[config.mk]
export PLATFORM = sky130hd
export DESIGN_NAME = cuckoo_bucket_store_with_replay_cache
export DESIGN_NICKNAME = d
export VERILOG_FILES = /design/src/hdl/cbs_pkg.sv /design/src/hdl/cbs_ctrl.sv /design/src/hdl/cbs_datapath.sv /design/src/hdl/cuckoo_bucket_store_with_replay_cache.sv
export VERILOG_INCLUDE_DIRS = /design/src /design/src/hdl
export SDC_FILE = /design/constraint.sdc
export NUM_CORES = 2
export LEC_CHECK = 0
export BUFFER_PORTS_ARGS = -buffer_cell sky130_fd_sc_hd__clkbuf_2
export CAP_MARGIN = 40
export CELL_PAD_IN_SITES_DETAIL_PLACEMENT = 1
export CELL_PAD_IN_SITES_GLOBAL_PLACEMENT = 2
export CORE_UTILIZATION = 45
export DETAILED_ROUTE_END_ITERATION = 6
export HOLD_SLACK_MARGIN = 0.15
export PLACE_DENSITY = 0.82
export SETUP_SLACK_MARGIN = 0.15
export SYNTH_ARGS = -nofsm -noshare
export SYNTH_HDL_FRONTEND = slang
export SYNTH_HIERARCHICAL = 1
export SYNTH_MEMORY_MAX_BITS = 65536
export SYNTH_SLANG_ARGS = --single-unit
[constraint.sdc]
create_clock -name clk_i -period 8.6 [get_ports clk_i]
set_clock_uncertainty 0.2 [all_clocks]
set_input_delay 2.15 -clock clk_i [delete_from_list [all_inputs] [get_ports clk_i]]
set_output_delay 2.15 -clock clk_i [all_outputs]
set_load 0.01 [all_outputs]
[src/hdl/assert_macros.svh]
// Assertion helpers used by the RTL top level.
`ifndef ASSERT_MACROS_SVH
`define ASSERT_MACROS_SVH

// Clocked assertion, disabled while reset is asserted.
`define CBS_ASSERT(lbl, prop, msg) \
  lbl: assert property (@(posedge clk_i) disable iff (!rst_ni) (prop)) else $error(msg);

// Condition that must never be true at a clock edge, disabled while reset is asserted.
`define CBS_ASSERT_NEVER(lbl, cond, msg) \
  lbl: assert property (@(posedge clk_i) disable iff (!rst_ni) !(cond)) else $error(msg);

`endif

[src/hdl/cbs_pkg.sv]
// ---------------------------------------------------------------------------
// cbs_pkg
// Constants, codes and control types of the cuckoo bucket store.
// ---------------------------------------------------------------------------
package cbs_pkg;

  localparam int LOCAL_BUCKETS    = 64;
  localparam int REPLAY_DEPTH     = 16;
  localparam int SLOTS_PER_BUCKET = 4;

  localparam int LB_W   = (LOCAL_BUCKETS > 1) ? $clog2(LOCAL_BUCKETS) : 1;
  localparam int RD_W   = (REPLAY_DEPTH > 1) ? $clog2(REPLAY_DEPTH) : 1;
  localparam int SL_W   = $clog2(SLOTS_PER_BUCKET);
  localparam int TAG_W  = 8;
  localparam int ROW_W  = SLOTS_PER_BUCKET * TAG_W;
  localparam int BKT_W  = 16;
  localparam int SRC_W  = 16;
  localparam int SEQ_W  = 8;
  localparam int OP_W   = 32;
  localparam int TYPE_W = 3;
  localparam int ST_W   = 2;
  localparam int LFSR_W = 16;

  localparam logic [TYPE_W-1:0] REQ_INSERT = 3'd0;
  localparam logic [TYPE_W-1:0] REQ_LOOKUP = 3'd1;
  localparam logic [TYPE_W-1:0] REQ_DELETE = 3'd2;
  localparam logic [TYPE_W-1:0] REQ_RESET  = 3'd3;
  localparam logic [TYPE_W-1:0] REQ_PING   = 3'd4;

  localparam logic [ST_W-1:0] ST_OK        = 2'd0;
  localparam logic [ST_W-1:0] ST_FULL      = 2'd1;
  localparam logic [ST_W-1:0] ST_KICKED    = 2'd2;
  localparam logic [ST_W-1:0] ST_NOT_FOUND = 2'd3;

  localparam logic [LFSR_W-1:0] LFSR_MASK = 16'hB400;
  localparam logic [LFSR_W-1:0] SEED_RST  = 16'd44257;

  typedef struct packed {
    logic load;
    logic scan;
    logic rd_row;
    logic exec;
    logic replay;
    logic plain;
  } cbs_cmd_t;

  typedef struct packed {
    logic [TYPE_W-1:0] req_type;
    logic              cache_hit;
    logic              scan_done;
  } cbs_stat_t;

endpackage

[src/hdl/cbs_ctrl.sv]
// ---------------------------------------------------------------------------
// cbs_ctrl
// Request sequencer: cache check, map scan, bucket read and update.
// ---------------------------------------------------------------------------
module cbs_ctrl (
  input  logic              clk_i,
  input  logic              rst_ni,
  input  logic              start_i,
  input  cbs_pkg::cbs_stat_t stat_i,
  output cbs_pkg::cbs_cmd_t  cmd_o,
  output logic              busy_o
);
  import cbs_pkg::*;

  localparam logic [2:0] S_IDLE  = 3'd0;
  localparam logic [2:0] S_CACHE = 3'd1;
  localparam logic [2:0] S_SCAN  = 3'd2;
  localparam logic [2:0] S_READ  = 3'd3;
  localparam logic [2:0] S_EXEC  = 3'd4;

  logic [2:0] state_q, state_d;

  always_comb begin
    state_d = state_q;
    cmd_o   = '0;
    case (state_q)
      S_IDLE: begin
        if (start_i) begin
          cmd_o.load = 1'b1;
          state_d    = S_CACHE;
        end
      end
      S_CACHE: begin
        case (stat_i.req_type)
          REQ_INSERT, REQ_DELETE: begin
            if (stat_i.cache_hit) begin
              cmd_o.replay = 1'b1;
              state_d      = S_IDLE;
            end else begin
              state_d = S_SCAN;
            end
          end
          REQ_LOOKUP: state_d = S_SCAN;
          REQ_RESET, REQ_PING: begin
            cmd_o.plain = 1'b1;
            state_d     = S_IDLE;
          end
          default: state_d = S_IDLE;
        endcase
      end
      S_SCAN: begin
        cmd_o.scan = 1'b1;
        if (stat_i.scan_done) begin
          state_d = S_READ;
        end
      end
      S_READ: begin
        cmd_o.rd_row = 1'b1;
        state_d      = S_EXEC;
      end
      S_EXEC: begin
        cmd_o.exec = 1'b1;
        state_d    = S_IDLE;
      end
      default: state_d = S_IDLE;
    endcase
  end

  always_ff @(posedge clk_i or negedge rst_ni) begin
    if (!rst_ni) begin
      state_q <= S_IDLE;
    end else begin
      state_q <= state_d;
    end
  end

  assign busy_o = (state_q != S_IDLE);

endmodule

[src/hdl/cbs_datapath.sv]
// ---------------------------------------------------------------------------
// cbs_datapath
// Bucket map, tag rows, replay cache, eviction LFSR and result register.
// ---------------------------------------------------------------------------
module cbs_datapath (
  input  logic                        clk_i,
  input  logic                        rst_ni,
  input  cbs_pkg::cbs_cmd_t           cmd_i,
  output cbs_pkg::cbs_stat_t          stat_o,
  input  logic                        cfg_we_i,
  input  logic [cbs_pkg::LFSR_W-1:0]  cfg_data_i,
  input  logic [cbs_pkg::TYPE_W-1:0]  req_type_i,
  input  logic [cbs_pkg::SRC_W-1:0]   src_id_i,
  input  logic [cbs_pkg::SEQ_W-1:0]   seq_i,
  input  logic [cbs_pkg::OP_W-1:0]    op_id_i,
  input  logic [cbs_pkg::BKT_W-1:0]   bucket_i,
  input  logic [cbs_pkg::TAG_W-1:0]   fingerprint_i,
  input  logic                        no_evict_i,
  output logic                        done_o,
  output logic [cbs_pkg::ST_W-1:0]    status_o,
  output logic [cbs_pkg::TAG_W-1:0]   kicked_fp_o,
  output logic [cbs_pkg::SEQ_W-1:0]   ack_seq_o,
  output logic                        chain_reply_o
);
  import cbs_pkg::*;

  // Latched request.
  logic [TYPE_W-1:0] type_q;
  logic [SRC_W-1:0]  src_q;
  logic [SEQ_W-1:0]  seq_q;
  logic [OP_W-1:0]   op_q;
  logic [BKT_W-1:0]  bkt_q;
  logic [TAG_W-1:0]  fp_q;
  logic              try_q;

  // Map and tag storage.
  logic [LOCAL_BUCKETS-1:0] map_vld_q;
  logic [BKT_W-1:0]         map_mem [LOCAL_BUCKETS];
  logic [ROW_W-1:0]         tag_mem [LOCAL_BUCKETS];
  logic [BKT_W-1:0]         map_rd_q;
  logic [ROW_W-1:0]         row_q;

  // Scan pipeline.
  logic [LB_W:0]   cnt_q;
  logic            pvld_q;
  logic [LB_W-1:0] pidx_q;
  logic            found_q, free_found_q;
  logic [LB_W-1:0] found_idx_q, free_idx_q;
  logic            match;

  // Replay cache.
  logic [REPLAY_DEPTH-1:0] c_vld_q;
  logic [SRC_W-1:0]        c_src_q [REPLAY_DEPTH];
  logic [SEQ_W-1:0]        c_seq_q [REPLAY_DEPTH];
  logic [OP_W-1:0]         c_op_q  [REPLAY_DEPTH];
  logic [ST_W-1:0]         c_st_q  [REPLAY_DEPTH];
  logic [TAG_W-1:0]        c_ev_q  [REPLAY_DEPTH];
  logic [RD_W-1:0]         wptr_q;
  logic                    hit;
  logic [RD_W-1:0]         hit_idx;
  logic [OP_W-1:0]         key_op;

  logic [LFSR_W-1:0] seed_q, lfsr_q, lfsr_next;

  // Update logic.
  logic              is_ins, is_del;
  logic              vac_any, fm_any, left_any;
  logic [SL_W-1:0]   vac_slot, fm_slot, kick_slot;
  logic [ROW_W-1:0]  row_new;
  logic              tag_we, map_we, vld_clr, rec, lfsr_step;
  logic [LB_W-1:0]   tag_waddr;
  logic [ST_W-1:0]   ex_st;
  logic [TAG_W-1:0]  ex_ev;

  assign is_ins = (type_q == REQ_INSERT);
  assign is_del = (type_q == REQ_DELETE);
  assign key_op = is_ins ? op_q : '0;

  always_comb begin
    hit     = 1'b0;
    hit_idx = '0;
    for (int i = REPLAY_DEPTH - 1; i >= 0; i--) begin
      if (c_vld_q[i] && c_src_q[i] == src_q && c_seq_q[i] == seq_q && c_op_q[i] == key_op)
      begin
        hit     = 1'b1;
        hit_idx = RD_W'(i);
      end
    end
  end

  assign match = pvld_q && map_vld_q[pidx_q] && (map_rd_q == bkt_q);

  assign stat_o.req_type  = type_q;
  assign stat_o.cache_hit = hit;
  assign stat_o.scan_done = pvld_q && (match || pidx_q == LB_W'(LOCAL_BUCKETS - 1));

  assign lfsr_next = {1'b0, lfsr_q[LFSR_W-1:1]} ^ (lfsr_q[0] ? LFSR_MASK : '0);
  assign kick_slot = SL_W'(lfsr_q % SLOTS_PER_BUCKET);

  always_comb begin
    vac_any  = 1'b0;
    vac_slot = '0;
    fm_any   = 1'b0;
    fm_slot  = '0;
    for (int k = SLOTS_PER_BUCKET - 1; k >= 0; k--) begin
      if (row_q[k*TAG_W +: TAG_W] == '0) begin
        vac_any  = 1'b1;
        vac_slot = SL_W'(k);
      end
      if (row_q[k*TAG_W +: TAG_W] == fp_q) begin
        fm_any  = 1'b1;
        fm_slot = SL_W'(k);
      end
    end
  end

  always_comb begin
    row_new   = row_q;
    tag_we    = 1'b0;
    map_we    = 1'b0;
    vld_clr   = 1'b0;
    rec       = 1'b0;
    lfsr_step = 1'b0;
    tag_waddr = found_idx_q;
    ex_st     = ST_NOT_FOUND;
    ex_ev     = '0;
    left_any  = 1'b0;
    case (type_q)
      REQ_INSERT: begin
        rec   = 1'b1;
        ex_st = ST_OK;
        if (fp_q == '0) begin
          ex_st = ST_OK;
        end else if (found_q) begin
          if (vac_any) begin
            row_new[vac_slot*TAG_W +: TAG_W] = fp_q;
            tag_we = 1'b1;
          end else if (try_q) begin
            ex_st = ST_FULL;
          end else begin
            ex_ev = row_q[kick_slot*TAG_W +: TAG_W];
            row_new[kick_slot*TAG_W +: TAG_W] = fp_q;
            tag_we    = 1'b1;
            ex_st     = ST_KICKED;
            lfsr_step = 1'b1;
          end
        end else if (free_found_q) begin
          // New mapping starts with an empty row holding only this tag.
          row_new              = '0;
          row_new[TAG_W-1:0]   = fp_q;
          tag_we               = 1'b1;
          tag_waddr            = free_idx_q;
          map_we               = 1'b1;
        end else begin
          ex_st = ST_FULL;
        end
      end
      REQ_LOOKUP: begin
        if (found_q && fp_q != '0 && fm_any) begin
          ex_st = ST_OK;
        end
      end
      REQ_DELETE: begin
        rec = 1'b1;
        if (found_q && fp_q != '0 && fm_any) begin
          row_new[fm_slot*TAG_W +: TAG_W] = '0;
          tag_we   = 1'b1;
          ex_st    = ST_OK;
          left_any = |row_new;
          vld_clr  = !left_any;
        end
      end
      default: ex_st = ST_OK;
    endcase
  end

  // Storage arrays, no reset.
  always_ff @(posedge clk_i) begin
    if (cmd_i.scan) begin
      map_rd_q <= map_mem[cnt_q[LB_W-1:0]];
    end
    if (cmd_i.rd_row) begin
      row_q <= tag_mem[found_idx_q];
    end
    if (cmd_i.exec && map_we) begin
      map_mem[free_idx_q] <= bkt_q;
    end
    if (cmd_i.exec && tag_we) begin
      tag_mem[tag_waddr] <= row_new;
    end
  end

  always_ff @(posedge clk_i) begin
    if (cmd_i.load) begin
      type_q <= req_type_i;
      src_q  <= src_id_i;
      seq_q  <= seq_i;
      op_q   <= op_id_i;
      bkt_q  <= bucket_i;
      fp_q   <= fingerprint_i;
      try_q  <= no_evict_i;
    end
    if (cmd_i.exec && rec) begin
      c_src_q[wptr_q] <= src_q;
      c_seq_q[wptr_q] <= seq_q;
      c_op_q[wptr_q]  <= key_op;
      c_st_q[wptr_q]  <= ex_st;
      c_ev_q[wptr_q]  <= ex_ev;
    end
    if (cmd_i.load) begin
      found_idx_q <= '0;
      free_idx_q  <= '0;
    end else if (pvld_q) begin
      if (match) begin
        found_idx_q <= pidx_q;
      end
      if (!map_vld_q[pidx_q] && !free_found_q) begin
        free_idx_q <= pidx_q;
      end
    end
    if (cmd_i.scan) begin
      pidx_q <= cnt_q[LB_W-1:0];
    end
    if (cmd_i.exec || cmd_i.replay || cmd_i.plain) begin
      ack_seq_o <= seq_q;
      chain_reply_o <= is_ins;
      if (cmd_i.exec) begin
        status_o    <= ex_st;
        kicked_fp_o <= ex_ev;
      end else if (cmd_i.replay) begin
        status_o    <= c_st_q[hit_idx];
        kicked_fp_o <= is_ins ? c_ev_q[hit_idx] : '0;
      end else begin
        status_o    <= ST_OK;
        kicked_fp_o <= '0;
      end
    end
  end

  always_ff @(posedge clk_i or negedge rst_ni) begin
    if (!rst_ni) begin
      cnt_q        <= '0;
      pvld_q       <= 1'b0;
      found_q      <= 1'b0;
      free_found_q <= 1'b0;
      map_vld_q    <= '0;
      c_vld_q      <= '0;
      wptr_q       <= '0;
      seed_q       <= SEED_RST;
      lfsr_q       <= SEED_RST;
      done_o       <= 1'b0;
    end else begin
      done_o <= cmd_i.exec || cmd_i.replay || cmd_i.plain;
      if (cfg_we_i) begin
        seed_q <= cfg_data_i;
      end
      if (cmd_i.load) begin
        cnt_q        <= '0;
        pvld_q       <= 1'b0;
        found_q      <= 1'b0;
        free_found_q <= 1'b0;
      end else begin
        pvld_q <= cmd_i.scan && !cnt_q[LB_W] && !stat_o.scan_done;
        if (cmd_i.scan && !cnt_q[LB_W]) begin
          cnt_q <= cnt_q + 1'b1;
        end
        if (match) begin
          found_q <= 1'b1;
        end
        if (pvld_q && !map_vld_q[pidx_q]) begin
          free_found_q <= 1'b1;
        end
      end
      if (cmd_i.exec) begin
        if (map_we) begin
          map_vld_q[free_idx_q] <= 1'b1;
        end
        if (vld_clr) begin
          map_vld_q[found_idx_q] <= 1'b0;
        end
        if (rec) begin
          c_vld_q[wptr_q] <= 1'b1;
          wptr_q <= (wptr_q == RD_W'(REPLAY_DEPTH - 1)) ? '0 : wptr_q + 1'b1;
        end
        if (lfsr_step) begin
          lfsr_q <= lfsr_next;
        end
      end
      if (cmd_i.plain && type_q == REQ_RESET) begin
        map_vld_q <= '0;
        c_vld_q   <= '0;
        wptr_q    <= '0;
        lfsr_q    <= (seed_q == '0) ? LFSR_W'(1) : seed_q;
      end
    end
  end

endmodule

[src/hdl/cuckoo_bucket_store_with_replay_cache.sv]
// ---------------------------------------------------------------------------
// cuckoo_bucket_store_with_replay_cache
// Ping, reset and replays strobe after the cache check; others after a scan
// of the map to the matching entry (all of it if unmapped, one entry a cycle),
// a row read and an update. busy falls with the strobe; one request at a time.
// Asynchronous reset empties the map and replay cache and reloads the seed.
// ---------------------------------------------------------------------------
`include "assert_macros.svh"

module cuckoo_bucket_store_with_replay_cache (
  input  logic                        clk_i,
  input  logic                        rst_ni,
  input  logic                        start,
  output logic                        busy,
  input  logic [cbs_pkg::TYPE_W-1:0]  req_type_i,
  input  logic [cbs_pkg::SRC_W-1:0]   src_id_i,
  input  logic [cbs_pkg::SEQ_W-1:0]   seq_i,
  input  logic [cbs_pkg::OP_W-1:0]    op_id_i,
  input  logic [cbs_pkg::BKT_W-1:0]   bucket_i,
  input  logic [cbs_pkg::TAG_W-1:0]   fingerprint_i,
  input  logic                        no_evict_i,
  output logic                        done_o,
  output logic [cbs_pkg::ST_W-1:0]    status_o,
  output logic [cbs_pkg::TAG_W-1:0]   kicked_fp_o,
  output logic [cbs_pkg::SEQ_W-1:0]   ack_seq_o,
  output logic                        chain_reply_o,
  input  logic                        cfg_valid_i,
  output logic                        cfg_ready_o,
  input  logic [cbs_pkg::LFSR_W-1:0]  cfg_data_i
);
  import cbs_pkg::*;

  cbs_cmd_t  cmd;
  cbs_stat_t stat;

  assign cfg_ready_o = 1'b1;

  cbs_ctrl u_ctrl (
    .clk_i   (clk_i),
    .rst_ni  (rst_ni),
    .start_i (start),
    .stat_i  (stat),
    .cmd_o   (cmd),
    .busy_o  (busy)
  );

  cbs_datapath u_dp (
    .clk_i         (clk_i),
    .rst_ni        (rst_ni),
    .cmd_i         (cmd),
    .stat_o        (stat),
    .cfg_we_i      (cfg_valid_i && cfg_ready_o),
    .cfg_data_i    (cfg_data_i),
    .req_type_i    (req_type_i),
    .src_id_i      (src_id_i),
    .seq_i         (seq_i),
    .op_id_i       (op_id_i),
    .bucket_i      (bucket_i),
    .fingerprint_i (fingerprint_i),
    .no_evict_i    (no_evict_i),
    .done_o        (done_o),
    .status_o      (status_o),
    .kicked_fp_o   (kicked_fp_o),
    .ack_seq_o     (ack_seq_o),
    .chain_reply_o (chain_reply_o)
  );

  `CBS_ASSERT(a_accept_busy, (start && !busy) |=> busy, "accepted beat did not raise busy")
  `CBS_ASSERT_NEVER(a_done_idle, done_o && busy, "result strobe while still busy")
  `CBS_ASSERT(a_done_after_busy, done_o |-> $past(busy), "result strobe without a request")

endmodule

# After elaboration in Yosys (flattened, before gate mapping)
# Memory sizes are Yosys's and may differ from the RTL's. A register that Yosys moved wholly into a read port is not among the register bits.
# Cells that the tools add are included.
[op_classes]
n_addsub = 5
multipliers = 0
div = 0
magnitude_cmp = 7
eq_ne = 65
shift = 7
muxes = 149
bitwise = 5
n_reduce_logical = 97
[op_table]
columns = ["operator", "n"]
rows = [
  ["== test 32 bit", 16],
  ["two-way mux 64 bit", 5],
  ["== test 16 bit", 17],
  ["two-way mux 32 bit", 7],
  ["== test 8 bit", 20],
  ["two-way mux 16 bit", 8],
  ["negation 5 -> 34 bit", 3],
  ["variable shift 8 x 34 -> 32 bit, first input constant", 3],
  ["bitwise mux 32 bit", 3],
  ["two-way mux 4 bit", 20],
  ["indexed part select 8 x 34 -> 32 bit", 2],
  ["bitwise AND 64 bit", 1],
  ["logical AND 1 bit", 64],
  ["two-way mux 1 bit", 64],
  ["two-way mux 8 bit", 8],
  ["inverter 64 bit", 1],
  ["OR 64 bit", 1],
  ["case mux 32 bit (2 select lines)", 1],
  ["zero test 8 bit", 5],
  ["two-way mux 2 bit", 17],
  ["indexed part select 8 x 34 -> 32 bit, first input constant", 1],
  ["OR reduction 32 bit", 1],
  ["indexed part select 32 x 6 -> 8 bit", 1],
  ["two-way mux 6 bit", 4],
  ["33 further kinds", 62],
]
[totals]
register_bits = 251
latch_bits = 0
ramBits = 4128
romBits = 0
in_bits = 104
mem_count = 7
[memory_table]
columns = ["memory", "words", "word_bits", "read_ports", "rd_ports_with_merged_regs", "write_ports", "line_no", "source"]
rows = [
  ["u_dp.tag_mem", 64, 32, 1, 1, 1, "cbs_datapath.sv:39", "logic [ROW_W-1:0] tag_mem [LOCAL_BUCKETS];"],
  ["u_dp.map_mem", 64, 16, 1, 1, 1, "cbs_datapath.sv:38", "logic [BKT_W-1:0] map_mem [LOCAL_BUCKETS];"],
  ["u_dp.c_op_q", 16, 32, 16, 0, 1, "cbs_datapath.sv:55", "logic [OP_W-1:0] c_op_q [REPLAY_DEPTH];"],
  ["u_dp.c_src_q", 16, 16, 16, 0, 1, "cbs_datapath.sv:53", "logic [SRC_W-1:0] c_src_q [REPLAY_DEPTH];"],
  ["u_dp.c_ev_q", 16, 8, 1, 0, 1, "cbs_datapath.sv:57", "logic [TAG_W-1:0] c_ev_q [REPLAY_DEPTH];"],
  ["u_dp.c_seq_q", 16, 8, 16, 0, 1, "cbs_datapath.sv:54", "logic [SEQ_W-1:0] c_seq_q [REPLAY_DEPTH];"],
  ["+1 memories", "--", "--", "--", "--", "--", "--", ""],
]

# Longest topological paths before layout
# An unclocked memory read counts as a cell.
[logic_depth]
word_depth = 27
depth_mapped = 23
depth_no_buf = 17

# Modules after synthesis
# The synthesis kept the hierarchy.
[modules_own_cells]
columns = ["module", "n_inst", "cells_each", "area_per_inst_um2"]
rows = [
  ["cbs_datapath", 1, 9786, 174472.3],
  ["cbs_ctrl", 1, 23, 234.0],
  ["cuckoo_bucket_store_with_replay_cache", 1, 2, 11.3],
]

# Least setup slack after synthesis
# No wires, ideal clock.
[synth_path]
path_type = "register -> register"
startpoint = "reg u_dp.type_q[0]"
endpoint = "mem u_dp.c_ev_q[3][0] (enable)"
setup_ps = 573
arrival_time_ps = 6210
required_time_ps = 7827
setup_slack_ps = 1616
stages_incl_launch_ff = 9
path_buffers = 4
synth_period_minus_slack_ps = 6984
path_cell_list = "edfxtp_1 buf_6 buf_6 buf_6 nor2_1 and2_1 clkbuf_1 nand2_1 nor3_1"
[synth_between]
elab_chain_cells = 6
word_cells_on_any_way = 7
[synth_lines]
columns = ["item", "line_no", "source"]
rows = [
  ["from (decl)", "cbs_datapath.sv:28", "logic [TYPE_W-1:0] type_q;"],
  ["from (signal assigned)", "cbs_datapath.sv:195", "type_q <= req_type_i;"],
  ["== test 3 x 2 -> 1 bit or zero test 3 bit (tied branches)", "--", ""],
  ["OR reduction 2 bit (no line) (*)", "--", ""],
  ["two-way mux 1 bit (*)", "cbs_datapath.sv:128", "case (type_q)"],
  ["logical AND 1 bit (*)", "cbs_datapath.sv:203", "if (cmd_i.exec && rec) begin"],
  ["two-way mux 1 bit (*)", "cbs_datapath.sv:203", ""],
  ["two-way mux 1 bit (not written as such) (*)", "cbs_datapath.sv:208", "c_ev_q[wptr_q] <= ex_ev;"],
  ["to (decl)", "cbs_datapath.sv:57", ""],
]
# Mark *: on every way between the ends. The rest lies on a longest branch, timed or not.

==> run metrics <==
Clock Pin Slew Worst Setup and Hold Paths 60 ps; Max Clock Freq 136 MHz; design area 0.201 mm^2; gr ovfl total 0; P_leak 61.0 nW; Setup crit end kind flip-flop; Critical Path AT 7980 ps; RSZ-0062 raised after global routing false; WL per Instance 35.9 um; Seq cells post-synth 4427; Root Buffer clkbuf_16; Syn Inst Count 9811; first-pass GRT wire length 803000 um; IO Pins 126; CTS Buf Count 449; initial antenna violation count 28; VDD IR-drop max between 300 and 400 uV; Final Critical Period 7340 ps; RePlAce Congestion about 0.96; Setup crit start kind flip-flop; clock buffer depth 4; CTS Hold Bufs 0; DR vias 103748; core box area roughly 0.39 mm^2; Synth Net Count approximately 9900; number of enable flip-flop cells after synthesis 4285; post-CTS setup buffer count 0; ranking of synthesized cells by area edfxtp_1, mux4_2, a22oi_1; worst r2r src u_dp/type_q[0]$_DFFE_PP_; GRT Total Usage 28.7%; WL final 572000 um; number of buffers added on ports 124; synthesis-to-finish area growth 14.8%; Num Clock Sinks ~4400; Worst Reg-to-Reg Cells 19; DP HPWL 354000 um; Hold Path Class reg2reg; Final #Nets 10496; Multi-input gate area 0.0412 mm^2; CP endpoint u_dp/kicked_fp_o[4]$_DFFE_PP_; Die H 625 um; Max-cap violations 0; Ys Warns 6; Slew headroom 29.8%; PostCTS Resize Cnt 0; Synth async-reset ratio 2.94%; CTS tree yes; Syn Area/Cell roughly 18 um^2; critical path class reg2reg; layout cells sized above 1 19.3%; FF-to-FF setup slack 1260 ps; status complete, no violations; Critical Path RT 9240 ps; vias per cell approximately 6.5; critical path startpoint u_dp/type_q[0]$_DFFE_PP_; register area 0.132 mm^2; post-route DRC violation count 0; max-slew violations 0; ys flop type edfxtp_1; Tot Pwr just under 50 mW; final number of setup-violating endpoints 0; # fillers around 35000; DIE WIDTH about 630 um; H-tree levels 5; netlist area before placement 0.175 mm^2; worst-skew pair later-pin latency 1020 ps; drt first-iter violations 14382; largest net degree at the start of global routing 139; post-synthesis sequential area ratio 75.7%; row count 228; number of hold violations in the final report 0; Die Area around 0.4 mm^2; Yosys cell types between 90 and 100; Synth top area share 73.6%; Placed Area 0.186 mm^2; power density over cell area 248 mW/mm^2; Final ANT Viol Nets 0; leading area contributor after synthesis edfxtp_1; Initial Util 45.3%; drt pass-1 iters 6; vias in the first global route 105929; Final period util 85.3%; R2R Path End u_dp/kicked_fp_o[4]$_DFFE_PP_; Sum Neg Setup Slack 0 ps; worst slew pin tran ~1000 ps; CP max FO 56
## cell usage after synthesis, types with 44 or more instances
library cell	number
a221oi_1	120
nor4_1	167
nand2_1	172
a31oi_1	116
xor2_1	227
nand4_1	418
clkbuf_1	345
a41oi_1	62
xnor2_1	681
buf_1	101
buf_2	58
nand3_1	144
a22o_1	132
nor2_1	351
mux2i_1	44
dfrtp_1	114
o221a_2	64
edfxtp_1	4285
nand2b_1	51
o21ai_0	116
mux2_2	47
a22oi_1	851
mux4_2	366
nor3_1	63
a21oi_1	146
## how the worst min path moves through the flow
stage | start | end | slack [ps] | cells after the start
3_5_place_dp | u_dp/seed_q[10]$_DFFE_PN1P_ | u_dp/lfsr_q[10]$_DFFE_PN1P_ | 280 | 2
6_report | u_dp/seq_q[4]$_DFFE_PP_ | u_dp/ack_seq_o[4]$_DFFE_PP_ | 270 | 0
5_1_grt | u_dp/seed_q[10]$_DFFE_PN1P_ | u_dp/lfsr_q[10]$_DFFE_PN1P_ | 300 | 2
3_3_place_gp | u_dp/lfsr_q[11]$_DFFE_PN1P_ | u_dp/lfsr_q[11]$_DFFE_PN1P_ | 270 | 2
4_1_cts | u_dp/seed_q[10]$_DFFE_PN1P_ | u_dp/lfsr_q[10]$_DFFE_PN1P_ | 290 | 2
2_1_floorplan | u_dp/cnt_q[2]$_DFFE_PN0P_ | u_dp/pidx_q[2]$_DFFE_PP_ | 220 | 0
## routing by layer
metal  vias up  part of all wire [%]  GRT usage [%]
met1     54728                    38           38.1
met5         -                0.0098              0
met4         8                   5.5           13.8
met2      6292                    47           45.8
met3      1275                   9.5           5.42
li1      41445                     -              -
## flip-flops by register name, summed over array words and instances, names as in the netlist, 16 cells and up
| name | count |
|---|---|
| u_dp/c_st_q | 32 |
| u_dp/c_seq_q | 128 |
| u_dp/c_op_q | 512 |
| u_dp/bkt_q | 16 |
| u_dp/op_q | 32 |
| u_dp/c_src_q | 256 |
| u_dp/c_vld_q | 16 |
| u_dp/seed_q | 16 |
| u_dp/src_q | 16 |
| u_dp/map_rd_q | 16 |
| u_dp/lfsr_q | 16 |
| u_dp/map_vld_q | 64 |
| u_dp/c_ev_q | 128 |
| u_dp/row_q | 32 |
| u_dp/map_mem | 1024 |
| u_dp/tag_mem | 2048 |
## critical path, stage by stage (launching register included)
cell,delay [ps]
edfxtp_1,630
buf_4,440
or3_4,720
inv_2,530
buf_4,370
o21ai_0,100
a2bb2oi_1,100
or4_4,570
or4b_1,620
nand4_1,190
nor2b_1,100
nand2_1,160
or3b_2,470
nor4_1,550
nand2b_1,290
nor4_1,370
buf_4,240
o31ai_1,90
o31a_1,270
o21ai_1,110
## through the flow
stage | hold WS, ps | setup slack (ps) | utilization [%] | instances
2_1_floorplan | 223 | 1620 | - | 9811
3_5_place_dp | 278 | 1630 | 48.2 | 15099
5_1_grt | 300 | 1160 | 52.0 | 15938
3_3_place_gp | 266 | 1520 | 47.7 | 14984
6_report | 274 | 1260 | 52.0 | 15947
4_1_cts | 287 | 1510 | 52.0 | 15929
## layout make-up
type | count | area share, %
Sequential cell | 4427 | 65.9
Multi-Input combinational cell | 4785 | 20.6
Clock buffer | 537 | 5.80
Tap cell | 5175 | 3.23
Timing Repair Buffer | 665 | 2.93
Clock inverter | 293 | 1.48
Inverter | 50 | 0.0954
Antenna cell | 15 | 0.0187
## cell usage in the layout (no fill, tap or decap), types with 64 or more instances in the layout
cell type	count
a21oi_1	146
a221oi_1	120
a22o_1	115
a22oi_1	851
a31oi_1	116
buf_4	446
clkbuf_1	81
clkbuf_16	449
clkbuf_2	123
clkinv_1	91
clkinv_2	93
dfrtp_1	110
edfxtp_1	4285
mux4_2	366
nand2_1	172
nand3_1	144
nand4_1	418
nor2_1	219
nor2_4	89
nor4_1	148
o21ai_0	100
o221a_2	64
xnor2_1	681
xor2_1	227
## logic make-up (layout without fill, tap and decap cells)
group	after synthesis	in the layout	share of synthesized area [%]
flip-flops	4427	4427	75.7
buffers and inverters	599	1545	1.47
XOR/XNOR	908	908	4.55
multiplexers	465	465	5.33
other	1	16	0.00215
AND/OR/NAND/NOR	1621	1621	5.25
AO/OA/AOI/OAI	1776	1776	7.64
adder cells (fa/ha/maj)	14	14	0.100
## where the power goes
group | internal, mW | leakage [nW] | total, mW | switching (mW)
clock network | 11.0 | 7.11 | 19.6 | 8.52
logic | 1.74 | 13.6 | 5.11 | 3.37
registers | 24.6 | 40.3 | 25.0 | 0.475
total | 37.3 | 61.0 | 49.7 | 12.4
No activity file was read; power rests on OpenSTA's default activity.
